**src/gpd_pkg.sv**
```systemverilog
// Shared constants, types and register map of the Gaussian pyramid reduce block.
package gpd_pkg;

  // Image geometry
  localparam int MAX_WIDTH  = 1024;
  localparam int MAX_HEIGHT = 1024;
  localparam int COL_W      = $clog2(MAX_WIDTH);
  localparam int ROW_W      = $clog2(MAX_HEIGHT);
  localparam int SIZE_W     = 11;
  localparam int PIX_W      = 8;

  // Filter window: five taps, four stored lines
  localparam int WIN        = 5;
  localparam int LB_LINES   = WIN - 1;
  localparam int TAP_W      = 3;
  localparam int VSUM_W     = 13;
  localparam int HSUM_W     = 17;

  // Divide by 400 as a shift by 4 and a reciprocal multiply for 25
  localparam int DIV_PRE_SHIFT = 4;
  localparam int RECIP         = 5243;
  localparam int RECIP_SHIFT   = 17;
  localparam int PROD_W        = 26;
  localparam int DIVISOR       = 400;
  localparam int HALF          = 200;

  // Register file
  localparam int APB_DW       = 32;
  localparam int PADDR_W      = 3;
  localparam int REG_IDX_W    = 1;
  localparam logic [SIZE_W-1:0] RESET_WIDTH  = SIZE_W'(640);
  localparam logic [SIZE_W-1:0] RESET_HEIGHT = SIZE_W'(480);
  localparam logic [REG_IDX_W-1:0] REG_IMAGE_WIDTH  = 1'b0;
  localparam logic [REG_IDX_W-1:0] REG_IMAGE_HEIGHT = 1'b1;

  typedef logic [LB_LINES-1:0][PIX_W-1:0] lb_word_t;

  typedef struct packed {
    logic [COL_W:0] width;    // width in use, saturated
    logic [ROW_W:0] height;   // height in use, saturated
    logic           restart;  // register write this cycle
  } cfg_t;

endpackage

```
**src/gpd_regs.sv**
```systemverilog
// APB register file for the image size, with saturation of the sizes in use.
module gpd_regs (
  input  logic                        clk,
  input  logic                        rst_n,
  input  logic                        psel,
  input  logic                        penable,
  input  logic                        pwrite,
  input  logic [gpd_pkg::PADDR_W-1:0] paddr,
  input  logic [gpd_pkg::APB_DW-1:0]  pwdata,
  output logic [gpd_pkg::APB_DW-1:0]  prdata,
  output logic                        pready,
  output gpd_pkg::cfg_t               cfg
);
  import gpd_pkg::*;

  logic [SIZE_W-1:0]    width_r;
  logic [SIZE_W-1:0]    height_r;
  logic                 wr_strobe;
  logic [REG_IDX_W-1:0] reg_idx;

  assign pready    = 1'b1;
  assign wr_strobe = psel && penable && pwrite;
  assign reg_idx   = paddr[PADDR_W-1:2];

  always_ff @(posedge clk) begin
    if (!rst_n) begin
      width_r  <= RESET_WIDTH;
      height_r <= RESET_HEIGHT;
    end else if (wr_strobe) begin
      unique case (reg_idx)
        REG_IMAGE_WIDTH:  width_r  <= pwdata[SIZE_W-1:0];
        REG_IMAGE_HEIGHT: height_r <= pwdata[SIZE_W-1:0];
        default: ;
      endcase
    end
  end

  always_comb begin
    unique case (reg_idx)
      REG_IMAGE_WIDTH:  prdata = APB_DW'(width_r);
      REG_IMAGE_HEIGHT: prdata = APB_DW'(height_r);
      default:          prdata = '0;
    endcase
  end

  // Clamp the sizes to what the line memories and counters can hold
  always_comb begin
    if (width_r < SIZE_W'(2)) begin
      cfg.width = (COL_W+1)'(2);
    end else if (int'(width_r) > MAX_WIDTH) begin
      cfg.width = (COL_W+1)'(MAX_WIDTH);
    end else begin
      cfg.width = (COL_W+1)'(width_r);
    end
    if (height_r < SIZE_W'(2)) begin
      cfg.height = (ROW_W+1)'(2);
    end else if (int'(height_r) > MAX_HEIGHT) begin
      cfg.height = (ROW_W+1)'(MAX_HEIGHT);
    end else begin
      cfg.height = (ROW_W+1)'(height_r);
    end
    cfg.restart = wr_strobe;
  end

endmodule
```
**config.mk**
```make
export PLATFORM = sky130hd
export DESIGN_NAME = gpd_regs
export DESIGN_NICKNAME = d
export VERILOG_FILES = /design/src/gpd_pkg.sv /design/src/gpd_regs.sv
export SDC_FILE = /design/constraint.sdc
export NUM_CORES = 1
export LEC_CHECK = 0
export BUFFER_PORTS_ARGS = -buffer_cell sky130_fd_sc_hd__buf_2
export CAP_MARGIN = 20
export CORE_ASPECT_RATIO = 1.2
export CORE_MARGIN = 3
export CORE_UTILIZATION = 40
export DETAILED_ROUTE_END_ITERATION = 8
export PLACE_DENSITY = 0.79
export SETUP_SLACK_MARGIN = 0.2
export SYNTH_ARGS = -nofsm -noshare
export SYNTH_HDL_FRONTEND = slang
export SYNTH_SLANG_ARGS = --single-unit
```
**constraint.sdc**
```tcl
create_clock -name clk -period 1.38 [get_ports clk]
set_clock_uncertainty 0.05 [all_clocks]
set_input_delay 0.069 -clock clk [delete_from_list [all_inputs] [get_ports clk]]
set_output_delay 0.069 -clock clk [all_outputs]
set_load 0.01 [all_outputs]
```
==> flow_summary.html <==
<table>
<tr><th>Metric</th><th>Value</th></tr>
<tr><th colspan="2">Global routing</th></tr>
<tr><td>Initial antenna violation count</td><td>0</td></tr>
<tr><td>Sum of overflow across all layers after global routing</td><td>0</td></tr>
<tr><td>Via count of the first global-routing pass</td><td>1,219</td></tr>
<tr><td>Global router's overall resource usage</td><td>17.4%</td></tr>
<tr><td>Global-route wire length before repair</td><td>5550 um</td></tr>
<tr><td>Pin count of the biggest net entering global routing</td><td>31</td></tr>
<tr><th colspan="2">Run status</th></tr>
<tr><td>Violations in the final reports</td><td>negative setup slack</td></tr>
<tr><td>Outcome</td><td>finished, violations left</td></tr>
<tr><th colspan="2">Timing</th></tr>
<tr><td>Share of the clock period used by the worst path after layout</td><td>117%</td></tr>
<tr><td>Slew HR</td><td>63.3%</td></tr>
<tr><td>Setup repair after global routing missed its margin</td><td>yes</td></tr>
<tr><td>Actual transition at the worst max-transition pin</td><td>550 ps</td></tr>
<tr><td>Final number of max-transition violations</td><td>0</td></tr>
<tr><td>Total count of hold-check failures in the final report</td><td>0</td></tr>
<tr><td>Setup violations, final</td><td>5</td></tr>
<tr><td>Period minus WS final</td><td>1610 ps</td></tr>
<tr><td>Worst Setup Slack, final</td><td>-234 ps</td></tr>
<tr><td>Highest achievable clock rate</td><td>0.620 GHz</td></tr>
<tr><th colspan="2">Run</th></tr>
<tr><td>Number of max-capacitance violations reported</td><td>0</td></tr>
<tr><th colspan="2">Yosys</th></tr>
<tr><td>FFs w/ async S/R, synth</td><td>0%</td></tr>
<tr><td>Leading cell type by number of instances after synthesis</td><td>buf_4</td></tr>
<tr><td>Simple-gate area share of the yosys netlist</td><td>24.9%</td></tr>
<tr><td>Adder-Cell Fraction of Synth Area</td><td>0%</td></tr>
<tr><td>Xor and xnor area share after synthesis</td><td>0%</td></tr>
<tr><td>Main combinational cell family by area after synthesis</td><td>simple AND/OR/NAND/NOR gates</td></tr>
<tr><td>Cell count after synthesis</td><td>157</td></tr>
<tr><td>Post-synthesis cell area</td><td>0.00133 mm^2</td></tr>
<tr><td>Area fraction of the dominant cell type after synthesis</td><td>33.1%</td></tr>
<tr><td>Largest cells by area after synthesis</td><td>dfxtp_1 33%, buf_4 14%, mux2_2 8.5%</td></tr>
<tr><td>EDFF count, synth</td><td>0</td></tr>
<tr><td>Yosys top cell by area</td><td>dfxtp_1</td></tr>
<tr><td>Area fraction in compound gates after synthesis</td><td>10.3%</td></tr>
<tr><td>Top cell types by occurrence after synthesis</td><td>25 x buf_4, 22 x dfxtp_1, 18 x nand2_1, 16 x nor2b_1, 13 x nand3_1</td></tr>
<tr><td>Synth cell types</td><td>25</td></tr>
<tr><td>Post-synthesis area per instance</td><td>8.47 um^2</td></tr>
<tr><td>Sequential share of the synthesized area</td><td>33.1%</td></tr>
<tr><td>Synth Flop Type</td><td>dfxtp_1</td></tr>
<tr><td>Yosys warnings</td><td>0</td></tr>
<tr><td>FF+latch count, synth</td><td>22</td></tr>
<tr><td>Share of cell area taken by muxes after synthesis</td><td>13.0%</td></tr>
<tr><th colspan="2">Setup path</th></tr>
<tr><td>Worst Path Class, Setup</td><td>flop to primary output</td></tr>
<tr><td>Largest fanout on the critical path</td><td>2</td></tr>
<tr><td>Critical path data required time</td><td>1260 ps</td></tr>
<tr><td>Critical Path End Type</td><td>primary output</td></tr>
<tr><td>CP Launch Type</td><td>flop</td></tr>
<tr><td>Minimum setup slack among reg-to-reg paths</td><td>440 ps</td></tr>
<tr><td>Arrival time at the worst endpoint</td><td>1490 ps</td></tr>
<tr><th colspan="2">Pwr</th></tr>
<tr><td>Total power divided by cell area</td><td>711 mW/mm^2</td></tr>
<tr><td>Final Power</td><td>1460 uW</td></tr>
<tr><td>Maximum vdd ir drop</td><td>0.448 mV</td></tr>
<tr><td>Leakage dissipation</td><td>0.000998 uW</td></tr>
<tr><th colspan="2">Cells and area</th></tr>
<tr><td>Synth-to-Final Area Change</td><td>53.9%</td></tr>
<tr><td>Fraction of final layout cells with drive strength greater than 1</td><td>54.6%</td></tr>
<tr><td>Final core area utilization</td><td>65.8%</td></tr>
<tr><td>Final instance area</td><td>0.00205 mm^2</td></tr>
<tr><td>Antenna Cells</td><td>0</td></tr>
<tr><td>Number of nets in the layout</td><td>268</td></tr>
<tr><th colspan="2">Detailed routing</th></tr>
<tr><td>Post-detailed-route via-to-cell ratio</td><td>4.89</td></tr>
<tr><td>Drt initial violations</td><td>45</td></tr>
<tr><td>WL/cell</td><td>14.7 um</td></tr>
<tr><td>Total wire length after detailed routing</td><td>3870 um</td></tr>
<tr><td>Number of nets with antenna violations after detailed routing</td><td>0</td></tr>
<tr><td>Remaining design rule violation count</td><td>0</td></tr>
<tr><td>Vias after detailed routing</td><td>1,287</td></tr>
<tr><td>Number of detailed-route iterations in the first pass</td><td>4</td></tr>
<tr><th colspan="2">Floorplan</th></tr>
<tr><td>Chip Width</td><td>58.6 um</td></tr>
<tr><td>Area of the placeable core</td><td>0.00311 mm^2</td></tr>
<tr><td>Height of the chip</td><td>69.2 um</td></tr>
<tr><td>Cell Rows</td><td>22</td></tr>
<tr><td>Die outline area</td><td>0.00406 mm^2</td></tr>
<tr><td>Number of primary I/O pins</td><td>96</td></tr>
<tr><td>Starting utilization of the core area</td><td>42.8%</td></tr>
<tr><th colspan="2">CTS</th></tr>
<tr><td>Clock tree from TritonCTS</td><td>done</td></tr>
<tr><td>CTS Buf Count</td><td>3</td></tr>
<tr><td>Clock-pin slew of the registers on the worst-case setup and hold paths</td><td>130 ps</td></tr>
<tr><td>Sinks on Clock Net</td><td>22</td></tr>
<tr><td>H-tree Lvls</td><td>1</td></tr>
<tr><td>Largest buffer count on any clock path</td><td>2</td></tr>
<tr><td>Insertion delay to the later sink of the worst-skew pair</td><td>320 ps</td></tr>
<tr><td>Root Buffer Master</td><td>clkbuf_4</td></tr>
<tr><th colspan="2">Placed design</th></tr>
<tr><td>Placer congestion estimate</td><td>0.803</td></tr>
<tr><td>Total half-perimeter wirelength after legalization and detailed placement</td><td>2270 um</td></tr>
<tr><td>Port-buffer cells</td><td>50</td></tr>
<tr><td>Placed Instance Area</td><td>0.00154 mm^2</td></tr>
<tr><th colspan="2">Hold path</th></tr>
<tr><td>Path class of the lowest-slack min-delay path</td><td>primary input to flop</td></tr>
</table>
==> layer usage <==
metal  share of wire (%)  GRT usage (%)  vias up
met5                   0              0        -
met3                 6.3           2.62       11
met1                  37           18.8      600
met4                 3.9           6.80        0
li1                    -              -      624
met2                  53           32.4       52
==> cells in the final DEF (no fill, tap or decap), drive strengths merged <==
| cell | n |
|---|---|
| a21oi | 2 |
| a311oi | 1 |
| and3 | 1 |
| buf | 69 |
| bufinv | 1 |
| clkbuf | 3 |
| conb | 22 |
| dfxtp | 22 |
| dlygate4sd3 | 11 |
| inv | 3 |
| mux2 | 10 |
| mux2i | 6 |
| nand2 | 18 |
| nand3 | 16 |
| nand4 | 1 |
| nand4b | 1 |
| nor2 | 2 |
| nor2b | 16 |
| nor4 | 4 |
| o211a | 1 |
| o21ai | 17 |
==> sequential cells by signal, indices dropped and copies added, names as in the netlist <==
register / count
width_r: 11
height_r: 11
==> critical path, cell delays in order (launching register included) <==
cell     delay (ps)
dfxtp_2         360
nor4_4          270
buf_4           150
nand2_1          50
o211a_1         210
buf_2           140
==> per-stage QoR <==
stage	TNS (ps)	hold WS, ps	instances	setup WS (ps)
3_3_place_gp	0	248	236	18.7
4_1_cts	-555	105	259	-225
2_1_floorplan	0	144	177	295
6_report	-638	115	263	-234
3_5_place_dp	0	252	236	23.6
5_1_grt	-972	142	263	-325
==> path summary, 6_finish.rpt <==
kind                                   from           to  depth (start not counted)
worst max-delay path             width_r[7]      cfg[12]                          5
worst min-delay path                  rst_n  height_r[6]                          2
worst max register to register  height_r[5]  height_r[5]                          4
worst min register to register  height_r[0]  height_r[0]                          2
==> layout make-up <==
type,instances,area [um^2]
clock buffers,3,22.5
clock inverters,1,30.0
fillers,246,1060
inverters,3,11.3
multi-input cells,118,833
flip-flops and latches,22,487
well taps,36,45.0
repair buffers,80,618
==> kinds of logic (layout without fill, tap and decap cells) <==
kind of cell	count (synthesis)	after routing
AND/OR/NAND/NOR	59	59
multiplexers	16	16
flip-flops	22	22
other	2	22
buffers and inverters	37	87
AO/OA/AOI/OAI	21	21
==> power breakdown <==
group / total [uW] / switching (uW) / leakage, uW / internal (uW)
clock network: 511 / 218 / 0.0000279 / 294
registers: 655 / 18.6 / 0.000186 / 637
logic: 288 / 147 / 0.000785 / 142
==> repair_timing <==
item	in CTS	in global routing
endpoints found under the hold margin	22	0
gates resized for setup	54	20
setup buffers	8	4
endpoints found under the setup margin	28	29
pin swaps	5	2
hold buffers	11	0
(Power assumes the default switching activity.)
